**src/sv/vcm_ramp_pkg.sv**
```systemverilog
// Shared types, register map, reset values and step-size helpers for the
// lens actuator position ramp stepper. No dependencies.
package vcm_ramp_pkg;

	// Widths of the position, the configuration registers, the internal compares and the bus.
	localparam int POS_BITS_DEF = 10;
	localparam int CFG_W        = 10;
	localparam int BYP_W        = 11;
	localparam int CMP_W        = 13;
	localparam int ADDR_W       = 5;
	localparam int DATA_W       = 32;

	// Reset values of the configuration registers.
	localparam logic [CFG_W-1:0] INF_RST    = CFG_W'(0);
	localparam logic [CFG_W-1:0] MACRO_RST  = CFG_W'(1023);
	localparam logic [CFG_W-1:0] NORMAL_RST = CFG_W'(100);
	localparam logic [CFG_W-1:0] PARK_RST   = CFG_W'(600);
	localparam logic [CFG_W-1:0] FINE_RST   = CFG_W'(2);
	localparam logic [BYP_W-1:0] BYPASS_RST = BYP_W'(700);

	// Register index, taken from the word address.
	typedef enum logic [2:0] {
		REG_INF    = 3'd0,
		REG_MACRO  = 3'd1,
		REG_NORMAL = 3'd2,
		REG_PARK   = 3'd3,
		REG_FINE   = 3'd4,
		REG_BYPASS = 3'd5
	} reg_idx_t;

	typedef enum logic [1:0] {
		ST_OK    = 2'd0,
		ST_RANGE = 2'd1,
		ST_BUSY  = 2'd2
	} status_t;

	typedef enum logic {
		MODE_MOVE = 1'b0,
		MODE_TICK = 1'b1
	} mode_t;

	typedef struct packed {
		logic [CFG_W-1:0] inf_limit;
		logic [CFG_W-1:0] macro_limit;
		logic [CFG_W-1:0] normal_step;
		logic [CFG_W-1:0] park_step;
		logic [CFG_W-1:0] fine_step;
		logic [BYP_W-1:0] bypass_limit;
	} cfg_t;

	// Step size after the current phase ends; zero means the exact final write.
	function automatic logic [CFG_W-1:0] next_step(input logic [CFG_W-1:0] s,
			input logic [CFG_W-1:0] fine);
		return (fine != '0 && fine < s) ? fine : '0;
	endfunction

	// Step size that opens a ramp; a coarse step below the fine step is skipped.
	function automatic logic [CFG_W-1:0] first_step(input logic [CFG_W-1:0] coarse,
			input logic [CFG_W-1:0] fine);
		return (coarse != '0 && coarse >= fine) ? coarse : '0;
	endfunction

endpackage

```
**src/sv/vcm_ramp_regs.sv**
```systemverilog
// APB-style configuration registers of the ramp stepper.
// Depends on vcm_ramp_pkg for the register map and reset values.
module vcm_ramp_regs (
	input  logic                            clk,
	input  logic                            arst_n,
	input  logic                            psel,
	input  logic                            penable,
	input  logic                            pwrite,
	input  logic [vcm_ramp_pkg::ADDR_W-1:0] paddr,
	input  logic [vcm_ramp_pkg::DATA_W-1:0] pwdata,
	output logic [vcm_ramp_pkg::DATA_W-1:0] prdata,
	output logic                            pready,
	output vcm_ramp_pkg::cfg_t              cfg
);
	import vcm_ramp_pkg::*;

	cfg_t     cfg_q;
	reg_idx_t idx;
	logic     wr_en;

	assign idx    = reg_idx_t'(paddr[ADDR_W-1:2]);
	assign wr_en  = psel && penable && pwrite;
	assign pready = 1'b1;
	assign cfg    = cfg_q;

	// Register writes complete in the access phase.
	always_ff @(posedge clk or negedge arst_n) begin
		if (!arst_n) begin
			cfg_q.inf_limit    <= INF_RST;
			cfg_q.macro_limit  <= MACRO_RST;
			cfg_q.normal_step  <= NORMAL_RST;
			cfg_q.park_step    <= PARK_RST;
			cfg_q.fine_step    <= FINE_RST;
			cfg_q.bypass_limit <= BYPASS_RST;
		end else if (wr_en) begin
			case (idx)
				REG_INF:    cfg_q.inf_limit    <= pwdata[CFG_W-1:0];
				REG_MACRO:  cfg_q.macro_limit  <= pwdata[CFG_W-1:0];
				REG_NORMAL: cfg_q.normal_step  <= pwdata[CFG_W-1:0];
				REG_PARK:   cfg_q.park_step    <= pwdata[CFG_W-1:0];
				REG_FINE:   cfg_q.fine_step    <= pwdata[CFG_W-1:0];
				REG_BYPASS: cfg_q.bypass_limit <= pwdata[BYP_W-1:0];
				default: ;
			endcase
		end
	end

	// Read data mux.
	always_comb begin
		case (idx)
			REG_INF:    prdata = DATA_W'(cfg_q.inf_limit);
			REG_MACRO:  prdata = DATA_W'(cfg_q.macro_limit);
			REG_NORMAL: prdata = DATA_W'(cfg_q.normal_step);
			REG_PARK:   prdata = DATA_W'(cfg_q.park_step);
			REG_FINE:   prdata = DATA_W'(cfg_q.fine_step);
			REG_BYPASS: prdata = DATA_W'(cfg_q.bypass_limit);
			default:    prdata = '0;
		endcase
	end

endmodule

```
**src/sv/vcm_ramp_core.sv**
```systemverilog
// Position state and single-pass step logic of the ramp stepper.
// Depends on vcm_ramp_pkg for the configuration struct and step helpers.
module vcm_ramp_core #(
	parameter int POS_BITS = vcm_ramp_pkg::POS_BITS_DEF
) (
	input  logic                clk,
	input  logic                arst_n,
	input  logic                fire,
	input  vcm_ramp_pkg::cfg_t  cfg,
	input  logic                mode,
	input  logic [POS_BITS-1:0] target,
	input  logic                park,
	output logic                write_valid,
	output logic [5:0]          byte_high,
	output logic [7:0]          byte_low,
	output logic [POS_BITS-1:0] position,
	output logic                moving,
	output vcm_ramp_pkg::status_t status
);
	import vcm_ramp_pkg::*;

	logic [POS_BITS-1:0] cur_q, goal_q, cur_d, goal_d, diff;
	logic [CFG_W-1:0]    step_q, step_d, step_a, step_b;
	logic                up_q, up_d, ramp_q, ramp_d, wr;
	logic [CMP_W-1:0]    tgt_c, sum;
	status_t             st;

	// State moves only when the staged transaction is handed to the output register.
	always_ff @(posedge clk or negedge arst_n) begin
		if (!arst_n) begin
			cur_q  <= '0;
			goal_q <= '0;
			step_q <= '0;
			up_q   <= 1'b0;
			ramp_q <= 1'b0;
		end else if (fire) begin
			cur_q  <= cur_d;
			goal_q <= goal_d;
			step_q <= step_d;
			up_q   <= up_d;
			ramp_q <= ramp_d;
		end
	end

	// Move command handling and one ramp write per tick.
	always_comb begin
		cur_d  = cur_q;
		goal_d = goal_q;
		step_d = step_q;
		up_d   = up_q;
		ramp_d = ramp_q;
		wr     = 1'b0;
		st     = ST_OK;
		tgt_c  = CMP_W'(target);
		diff   = up_q ? goal_q - cur_q : cur_q - goal_q;
		step_a = (step_q != '0 && CMP_W'(diff) <= CMP_W'(step_q)) ?
			next_step(step_q, cfg.fine_step) : step_q;
		step_b = (step_a != '0 && CMP_W'(diff) <= CMP_W'(step_a)) ?
			next_step(step_a, cfg.fine_step) : step_a;
		sum    = up_q ? CMP_W'(cur_q) + CMP_W'(step_b) : CMP_W'(cur_q) - CMP_W'(step_b);
		if (mode_t'(mode) == MODE_MOVE) begin
			if (tgt_c > CMP_W'(cfg.macro_limit) || tgt_c < CMP_W'(cfg.inf_limit)) begin
				st = ST_RANGE;
			end else if (ramp_q) begin
				st = ST_BUSY;
			end else if (target != cur_q) begin
				up_d   = target > cur_q;
				goal_d = target;
				if (park) begin
					// An upward park move only records the goal.
					if (!up_d) begin
						step_d = first_step(cfg.park_step, cfg.fine_step);
						ramp_d = 1'b1;
					end
				end else if (tgt_c < CMP_W'(cfg.bypass_limit)) begin
					step_d = first_step(cfg.normal_step, cfg.fine_step);
					ramp_d = 1'b1;
				end else begin
					cur_d = target;
					wr    = 1'b1;
				end
			end
		end else if (ramp_q) begin
			step_d = step_b;
			wr     = 1'b1;
			if (step_b != '0) begin
				cur_d = sum[POS_BITS-1:0];
			end else begin
				cur_d  = goal_q;
				ramp_d = 1'b0;
			end
		end
	end

	// Result fields; a write is packed into two bus bytes.
	assign write_valid = wr;
	assign byte_high   = wr ? 6'(cur_d >> 4) : 6'd0;
	assign byte_low    = wr ? {cur_d[3:0], 4'b0000} : 8'd0;
	assign position    = cur_d;
	assign moving      = ramp_d;
	assign status      = st;

endmodule

```
**src/sv/vcm_position_ramp_stepper.sv**
```systemverilog
// Top level of the lens actuator position ramp stepper: input stage, output
// register and assertions. Depends on vcm_ramp_pkg, vcm_ramp_regs, vcm_ramp_core.
//
// Usage: each input transaction on in_valid/in_ready is either a move command
// (mode 0) or a tick (mode 1). Every input transaction yields exactly one result
// transaction on out_valid/out_ready carrying write_valid, the two bus bytes,
// position, moving and status. A move command is range checked, rejected while
// a ramp runs, and either does nothing, arms a ramp or writes directly. Each
// tick during a ramp emits one position write.
// A transaction is held in the input stage and its result in the output register;
// a result is registered once the output register is free or drains.
// One transaction is accepted every cycle while the receiver does not stall, the
// rate set by the combinational step logic between the input stage and the output register.
// When the receiver stalls, the result holds in the output register and the
// input stage holds one more transaction, after which in_ready falls.
// Reset clears position, goal, step, direction and ramp state to zero, empties
// both stages and loads the configuration registers with their reset values.
// Configure over the APB-style port only while the block is idle; it is unchecked.
module vcm_position_ramp_stepper #(
	parameter int POS_BITS = vcm_ramp_pkg::POS_BITS_DEF
) (
	input  logic                            clk,
	input  logic                            arst_n,
	input  logic                            psel,
	input  logic                            penable,
	input  logic                            pwrite,
	input  logic [vcm_ramp_pkg::ADDR_W-1:0] paddr,
	input  logic [vcm_ramp_pkg::DATA_W-1:0] pwdata,
	output logic [vcm_ramp_pkg::DATA_W-1:0] prdata,
	output logic                            pready,
	input  logic                            in_valid,
	output logic                            in_ready,
	input  logic                            mode,
	input  logic [POS_BITS-1:0]             target,
	input  logic                            park,
	output logic                            out_valid,
	input  logic                            out_ready,
	output logic                            write_valid,
	output logic [5:0]                      byte_high,
	output logic [7:0]                      byte_low,
	output logic [POS_BITS-1:0]             position,
	output logic                            moving,
	output logic [1:0]                      status
);
	import vcm_ramp_pkg::*;

	cfg_t                cfg;
	logic                valid_s1, mode_s1, park_s1, advance;
	logic [POS_BITS-1:0] target_s1;
	logic                out_valid_q, wr_q, moving_q;
	logic [5:0]          byte_high_q;
	logic [7:0]          byte_low_q;
	logic [POS_BITS-1:0] position_q;
	status_t             status_q;
	logic                wr_c, moving_c;
	logic [5:0]          byte_high_c;
	logic [7:0]          byte_low_c;
	logic [POS_BITS-1:0] position_c;
	status_t             status_c;

	vcm_ramp_regs u_regs (
		.clk     (clk),
		.arst_n  (arst_n),
		.psel    (psel),
		.penable (penable),
		.pwrite  (pwrite),
		.paddr   (paddr),
		.pwdata  (pwdata),
		.prdata  (prdata),
		.pready  (pready),
		.cfg     (cfg)
	);

	vcm_ramp_core #(.POS_BITS(POS_BITS)) u_core (
		.clk         (clk),
		.arst_n      (arst_n),
		.fire        (advance),
		.cfg         (cfg),
		.mode        (mode_s1),
		.target      (target_s1),
		.park        (park_s1),
		.write_valid (wr_c),
		.byte_high   (byte_high_c),
		.byte_low    (byte_low_c),
		.position    (position_c),
		.moving      (moving_c),
		.status      (status_c)
	);

	// The staged transaction moves on whenever the output register is free or drains.
	assign advance  = valid_s1 && (!out_valid_q || out_ready);
	assign in_ready = !valid_s1 || advance;

	// Input stage.
	always_ff @(posedge clk or negedge arst_n) begin
		if (!arst_n) begin
			valid_s1 <= 1'b0;
		end else if (in_valid && in_ready) begin
			valid_s1 <= 1'b1;
		end else if (advance) begin
			valid_s1 <= 1'b0;
		end
	end

	always_ff @(posedge clk) begin
		if (in_valid && in_ready) begin
			mode_s1   <= mode;
			target_s1 <= target;
			park_s1   <= park;
		end
	end

	// Output register.
	always_ff @(posedge clk or negedge arst_n) begin
		if (!arst_n) begin
			out_valid_q <= 1'b0;
		end else if (advance) begin
			out_valid_q <= 1'b1;
		end else if (out_ready) begin
			out_valid_q <= 1'b0;
		end
	end

	always_ff @(posedge clk) begin
		if (advance) begin
			wr_q        <= wr_c;
			byte_high_q <= byte_high_c;
			byte_low_q  <= byte_low_c;
			position_q  <= position_c;
			moving_q    <= moving_c;
			status_q    <= status_c;
		end
	end

	assign out_valid   = out_valid_q;
	assign write_valid = wr_q;
	assign byte_high   = byte_high_q;
	assign byte_low    = byte_low_q;
	assign position    = position_q;
	assign moving      = moving_q;
	assign status      = status_q;

	// A written position always matches the packed bus bytes.
	a_bytes_match: assert property (@(posedge clk) disable iff (!arst_n)
		out_valid && write_valid |->
			byte_high == 6'(position >> 4) && byte_low == {position[3:0], 4'b0000})
		else $error("bus bytes do not match written position");

	// Rejected commands never carry a write.
	a_reject_no_write: assert property (@(posedge clk) disable iff (!arst_n)
		out_valid && status != ST_OK |-> !write_valid)
		else $error("rejected command produced a write");

	// A busy rejection can only happen while a ramp is in progress.
	a_busy_moving: assert property (@(posedge clk) disable iff (!arst_n)
		out_valid && status == ST_BUSY |-> moving)
		else $error("busy status reported while idle");

	// The input side only stalls when the input stage is occupied.
	a_stall_full: assert property (@(posedge clk) disable iff (!arst_n)
		!in_ready |-> valid_s1 && out_valid_q && !out_ready)
		else $error("input stalled without a held transaction");

endmodule
```
**config.mk**
```make
export PLATFORM = sky130hd
export DESIGN_NAME = vcm_position_ramp_stepper
export DESIGN_NICKNAME = d
export VERILOG_FILES = /design/src/sv/vcm_ramp_pkg.sv /design/src/sv/vcm_ramp_regs.sv /design/src/sv/vcm_ramp_core.sv /design/src/sv/vcm_position_ramp_stepper.sv
export SDC_FILE = /design/constraint.sdc
export NUM_CORES = 1
export LEC_CHECK = 0
export BUFFER_PORTS_ARGS = -buffer_cell sky130_fd_sc_hd__buf_2
export CORE_MARGIN = 5
export CORE_UTILIZATION = 65
export DETAILED_ROUTE_END_ITERATION = 6
export PLACE_DENSITY = 0.87
export SYNTH_ARGS = -nofsm -noshare
export SYNTH_HDL_FRONTEND = slang
export SYNTH_SLANG_ARGS = --single-unit
export TNS_END_PERCENT = 5
```
**constraint.sdc**
```tcl
create_clock -name clk -period 14 [get_ports clk]
set_clock_uncertainty 0.15 [all_clocks]
set_input_delay 0.7 -clock clk [delete_from_list [all_inputs] [get_ports clk]]
set_output_delay 0.7 -clock clk [all_outputs]
set_load 0.05 [all_outputs]
```
Word-level counts from Yosys, hierarchy flattened
Cells that the tools add are included.
- bits in registers: 135
- output and inout port bits: 63
- input port bits: 56
- muxes and demuxes: 47
- eq/ne operators: 10
- bitwise operators: 3
- $lt $le $gt $ge: 10
- reduce and logical (&&, ||, !) cells: 35
- add/sub/neg operators: 4
- operator list (operator ; number):
    $mux 10 ; 24
    $pmux 11 s6 ; 1
    $reduce_bool 10->1 ; 6
    $lt 10x10->1 ; 3
    $sub 10x10->10 ; 3
    $mux 1 ; 21
    $ge 10x10->1 ; 2
    $gt 10x10->1 ; 2
    $le 10x10->1 ; 2
    $reduce_and 2->1 ; 6
    $lt 10x11->1 ; 1
    $add 10x10->10 ; 1
    $logic_and 1x1->1 ; 10
    $ne 10x10->1 ; 1
    $reduce_and 7->1 ; 1
    $eq 3x2->1 const B ; 2
    $eq 3x3->1 const B ; 2
    $reduce_bool 2->1 ; 3
    $reduce_and 5->1 ; 1
    $ne 2x2->1 const B ; 2
    $eq 3x1->1 const B ; 1
    $logic_not 3->1 ; 1
    $logic_or 1x1->1 ; 3
    $ne 3x3->1 const B ; 1
    6 further kinds ; 9

Depth between registers and ports, before layout
- depth after elaboration: 14
- gate-level depth with buffers: 48

Cells and area by module
From an unflattened synthesis, not the netlist that was laid out.
- cell total of the unflattened synthesis: 1041
- area, all modules: 10352.4 um2
- modules (own cells, without submodules) (module ; area an instance (um2) ; cells each ; seq. area each (um2) ; times used):
    vcm_ramp_core ; 5998.3 ; 769 ; 800.8 ; 1
    vcm_ramp_regs ; 3049.2 ; 224 ; 1556.5 ; 1
    vcm_position_ramp_stepper ; 1305.0 ; 48 ; 1251.2 ; 1

Worst setup path after synthesis
No wires, ideal clock.
- path kind: register to register
- start point: register u_core.goal_q[1]
- end point: register byte_high_q[5], in the netlist byte_high[5] (data pin)
- setup time: 0.257 ns
- data arrival time: 9.046 ns
- slack: 4.547 ns
- stages on the path, launching flop included: 46
- required time: 13.593 ns
- path through: dfrtp_1 inv_1 ha_1 a21oi_1 o21bai_1 a21oi_1 o21bai_1 mux2i_1 o221ai_1 a221oi_1 xnor2_1 ha_1 and4_1 o211a_1 or4_4 buf_6 and2_4 buf_6 [... 10 more ...] buf_6 nor3_2 a22oi_1 ha_1 nor2_1 a21oi_1 ha_1 a21oi_1 o21ai_0 a2111oi_0 o21ai_0 nand3b_1 a211oi_1 nor3b_1 a221o_1 or4b_4 nand2_1 o21ai_1
- longest elaborated chain between the ends: 14
- elaborated cells between the ends (all ways): 20
- those cells by class: 4 x add/sub; 3 x order compare; 8 x mux; 5 x reduce/logical
- ends and longest elaborated chain (what ; line ; RTL):
    from (decl) ; vcm_ramp_core.sv:22 ; logic [POS_BITS-1:0] cur_q, goal_q, cur_d, goal_d, diff;
    from (signal assigned) ; vcm_ramp_core.sv:38 ; goal_q <= goal_d;
    $sub 10x10->10 ; vcm_ramp_core.sv:55 ; diff = up_q ? goal_q - cur_q : cur_q - goal_q;
    $mux 10 * ; vcm_ramp_core.sv:55 ;
    $le 10x10->1 ; vcm_ramp_core.sv:56 ; step_a = (step_q != '0 && CMP_W'(diff) <= CMP_W'(step_q)) ?
    $logic_and 1x1->1 ; vcm_ramp_core.sv:56 ;
    $mux 10 ; vcm_ramp_core.sv:56 ;
    $lt 10x10->1 ; vcm_ramp_pkg.sv:54 ; return (fine != '0 && fine < s) ? fine : '0;
    $logic_and 1x1->1 ; vcm_ramp_pkg.sv:54 ;
    $mux 10 ; vcm_ramp_pkg.sv:54 ;
    $mux 10 * ; vcm_ramp_core.sv:58 ; step_b = (step_a != '0 && CMP_W'(diff) <= CMP_W'(step_a)) ?
    $sub 10x10->10 / $add 10x10->10 (equally long branches) ; vcm_ramp_core.sv:60 ; sum = up_q ? CMP_W'(cur_q) + CMP_W'(step_b) : CMP_W'(cur_q) - CMP_W'(step_b);
    $mux 10 ; vcm_ramp_core.sv:60 ;
    $mux 10 * ; vcm_ramp_core.sv:86 ; if (step_b != '0) begin
    $mux 10 * ; vcm_ramp_core.sv:83 ; end else if (ramp_q) begin
    $mux 10 * ; vcm_ramp_core.sv:61 ; if (mode_t'(mode) == MODE_MOVE) begin
    to (signal assigned) ; vcm_position_ramp_stepper.sv:127 ; byte_high_q <= byte_high_c;
    to (decl) ; vcm_position_ramp_stepper.sv:51 ; logic [5:0] byte_high_q;
Every way passes the cells marked *; elsewhere a longest branch is shown, timed or not.
A chain may end at the register's enable or synchronous reset.

Final worst setup path
- start point: register u_core.cur_q[1]
- end point: register position_q[9], in the netlist position[9] (data pin)
- longest elaborated chain between the ends: 14
- elaborated cells between the ends (all ways): 24
- those cells by class: 4 x add/sub; 3 x order compare; 1 x eq/ne; 11 x mux; 5 x reduce/logical
- ends and longest elaborated chain (what ; line ; RTL):
    from (decl) ; vcm_ramp_core.sv:22 ;
    from (signal assigned) ; vcm_ramp_core.sv:37 ; cur_q <= cur_d;
    $sub 10x10->10 ; vcm_ramp_core.sv:55 ;
    $mux 10 ; vcm_ramp_core.sv:55 ;
    $le 10x10->1 ; vcm_ramp_core.sv:56 ;
    $logic_and 1x1->1 ; vcm_ramp_core.sv:56 ;
    $mux 10 ; vcm_ramp_core.sv:56 ;
    $lt 10x10->1 ; vcm_ramp_pkg.sv:54 ;
    $logic_and 1x1->1 ; vcm_ramp_pkg.sv:54 ;
    $mux 10 ; vcm_ramp_pkg.sv:54 ;
    $mux 10 ; vcm_ramp_core.sv:58 ;
    $sub 10x10->10 / $add 10x10->10 (equally long branches) ; vcm_ramp_core.sv:60 ;
    $mux 10 ; vcm_ramp_core.sv:60 ;
    $mux 10 ; vcm_ramp_core.sv:86 ;
    $mux 10 ; vcm_ramp_core.sv:83 ;
    $mux 10 * ; vcm_ramp_core.sv:61 ;
    net position_c[9] ; vcm_position_ramp_stepper.sv:58 ; logic [POS_BITS-1:0] position_c;
    to (signal assigned) ; vcm_position_ramp_stepper.sv:129 ; position_q <= position_c;
    to (decl) ; vcm_position_ramp_stepper.sv:53 ; logic [POS_BITS-1:0] position_q;
The timed path passes the listed nets; every way through them passes the cells marked *.

==> results.json <==
{
  "design.portCount": 119,
  "tightest_slew_ps": 1100,
  "fillers": 1160,
  "slowest_stage": "nor3_2",
  "antenna_found_initial": 0,
  "seq_area_sq_mm": 0.00349,
  "area_growth_pct": 9.30,
  "gp_congestion": 0.963,
  "cts_buffer_depth": 2,
  "drv_cap": 0,
  "hp-class": "in2async",
  "grt_max_degree": 71,
  "startpoint_type": "flop",
  "final_cell_mix": "119 x ha_1, 99 x nand2_1, 92 x inv_1",
  "ctsHoldBuffers": 0,
  "synth_seq_cells": 131,
  "clk_pin_slew_ps": 60,
  "rows": 46,
  "grt_pass1_vias": 9113,
  "drc_errors": 0,
  "path_class": "reg2reg",
  "final-setup-viol-count": 0,
  "cts.sinks": 131,
  "dp_hpwl_mm": 21.7,
  "final_common_cell": "ha_1",
  "grt_usage_pct": 32.7,
  "drive_gt1_share_pct": 15.5,
  "first_pass_iters": 5,
  "post-route-util_pct": 72.3,
  "synth_area_sq_mm": 0.0105,
  "cts_tree": "yes",
  "yosysTopAreaCell": "dfrtp_1",
  "n_antenna_cell": 0,
  "insertion_delay_ps": 430,
  "grt_overflow": 0,
  "rsz0062_at_grt": "false",
  "clock-root-buffer": "clkbuf_16",
  "post_cts_resized": 0,
  "ys.flop_type": "dfrtp_1",
  "final_area_sq_mm": 0.0115,
  "synth-edff-count": 36,
  "cts_made_buffers": 17,
  "route.detailed.wl_per_inst_microns": 20.9,
  "fmax_ghz": 0.0817,
  "path_common_cell": "a21oi_1",
  "die_h_microns": 137,
  "postSynthAreaPerCell_sq_um": 9.03,
  "finalCritPeriodShare_pct": 87.4,
  "ff2ff_path_depth": 41,
  "cp.arrival_ps": 12360,
  "die_area_sq_mm": 0.0188,
  "postPlaceCellArea_sq_mm": 0.0109,
  "crit_path_end_kind": "flop",
  "multi_input_area_sq_mm": 0.00635,
  "seq_area_frac_synth_pct": 33.2,
  "drtIter0Drc": 1038,
  "vias": 9456,
  "post_cts_buffers": 0,
  "yosysTopAreaCellShare_pct": 16.9,
  "synthCells": 1163,
  "relSlewSlack_pct": 26.6,
  "wirelength_mm": 30.1,
  "crit_required_ps": 14130,
  "initial_utilization_pct": 66.1,
  "yosysUniqueCellTypes": 81,
  "cts_htree_levels": 4,
  "synthTopCellsByArea": "dfrtp_1 17%, ha_1 14%, edfxtp_1 10%, dfstp_2 6.0%, mux2_2 4.1%",
  "cp_max_fo": 16,
  "cp_slowest_stage_delay_ps": 810,
  "dieWidth_microns": 137,
  "finalMaxSlewViolations": 0,
  "final-hold-violation-count": 0,
  "outcome": "complete, no violations",
  "core_sq_mm": 0.0159,
  "period_minus_slack_ps": 12230,
  "yosysWarningCount": 0,
  "fin_setup_tns_ps": 0,
  "routed_via_density": 6.56,
  "port_buffers": 69,
  "grt_pass1_wl_mm": 47.3,
  "hold_slack_ps": 25.6,
  "ant_nets": 0,
  "async_flop_share_pct": 72.5,
  "finish.net_count": 1390
}
-- worst paths after layout --
| path | start | end | slack (ps) |
|---|---|---|---|
| min in group clk | target[3] | target_s1[3]$_DFFE_PP_ | 290 |
| worst max-delay path | u_core.cur_q[1]$_DFFE_PN0P_ | position[9]$_DFFE_PP_ | 1770 |
| max in group asynchronous | arst_n | u_regs.cfg[18]$_DFFE_PN0P_ | 12470 |
| worst max register to register | u_core.cur_q[1]$_DFFE_PN0P_ | position[9]$_DFFE_PP_ | 1770 |
| worst min-delay path | arst_n | u_core.ramp_q$_DFFE_PN0P_ | 30 |
| worst min register to register | u_regs.cfg[9]$_DFFE_PN1P_ | u_regs.cfg[9]$_DFFE_PN1P_ | 380 |
-- sequential cells by signal, indices dropped and copies added (netlist names) --
| signal | count |
|---|---|
| u_regs.cfg | 61 |
| position | 10 |
| target_s1 | 10 |
| u_core.cur_q | 10 |
| u_core.goal_q | 10 |
| u_core.step_q | 10 |
| byte_high | 6 |
| byte_low | 4 |
| status | 2 |
| mode_s1 | 1 |
| moving | 1 |
| out_valid | 1 |
| park_s1 | 1 |
| u_core.ramp_q | 1 |
| u_core.up_q | 1 |
| valid_s1 | 1 |
| write_valid | 1 |
-- critical path, delay by kind of cell, from the launching register on --
family / cells / cell delay (ps)
AOI/OAI and AO/OA: 23 / 5680
xor gates and xnor gates: 1 / 250
adders and majority gates: 5 / 1590
buffers and inverters: 1 / 210
DFF: 1 / 600
muxes: 1 / 240
and+or+nand+nor: 10 / 3370
-- Yosys cell counts (all sizes together), types with 3 or more instances --
master,count
o21bai,10
nand3,16
dfrtp,71
mux2,39
or2,5
nand2,99
a211o,9
ha,119
or3,5
dfstp,24
a21oi,75
mux2i,29
and3,7
o31ai,5
o21ai,101
o22ai,9
and2,4
nor4,4
o221ai,9
o21a,10
a22o,9
nand2b,20
nor3,16
a22oi,23
a221oi,5
a31oi,15
edfxtp,36
fa,3
a2111oi,4
buf,40
nor2b,15
nand3b,5
a211oi,13
o32ai,6
a221o,3
nand4,8
nor2,73
a21o,33
clkbuf,33
inv,93
xor2,3
xnor2,19
-- area by class of cell --
| class | count | share of cell area (%) |
|---|---|---|
| multi-input cells | 888 | 55.3 |
| flip-flops and latches | 131 | 30.4 |
| clock buffers | 19 | 3.77 |
| repair buffers | 79 | 3.68 |
| inverters | 95 | 3.10 |
| well taps | 216 | 2.35 |
| clock inverters | 13 | 1.39 |
-- logic make-up (layout without fill, tap and decap cells) --
logic type                 Yosys count  count (layout)  synth area share (%)
AOI/OAI and AO/OA                  360             360                  22.3
buffers and inverters              168             206                  7.25
other                                2              26                0.0715
and+or+nand+nor                    288             288                  13.2
xor gates and xnor gates            22              22                  1.83
DFF                                131             131                  33.2
muxes                               70              70                  7.37
adders and majority gates          122             122                  14.7
-- metal layers --
metal | part of all wire [%] | global-route usage [%] | vias up
met2 | 46 | 51.1 | 533
met5 | 0 | 0 | -
met3 | 8.9 | 5.63 | 138
met4 | 5.8 | 18.2 | 0
li1 | - | - | 4302
met1 | 39 | 43.1 | 4483
-- metrics by stage --
stage	setup WS [ps]	instances
4_1_cts	2100	1441
5_1_grt	985	1441
3_5_place_dp	2190	1409
2_1_floorplan	4550	1187
3_3_place_gp	2290	1409
6_report	1770	1441
Power is left out: the tool's default activity adds up to more than one toggle a clock period on the data nets, which glitch-free logic cannot reach.
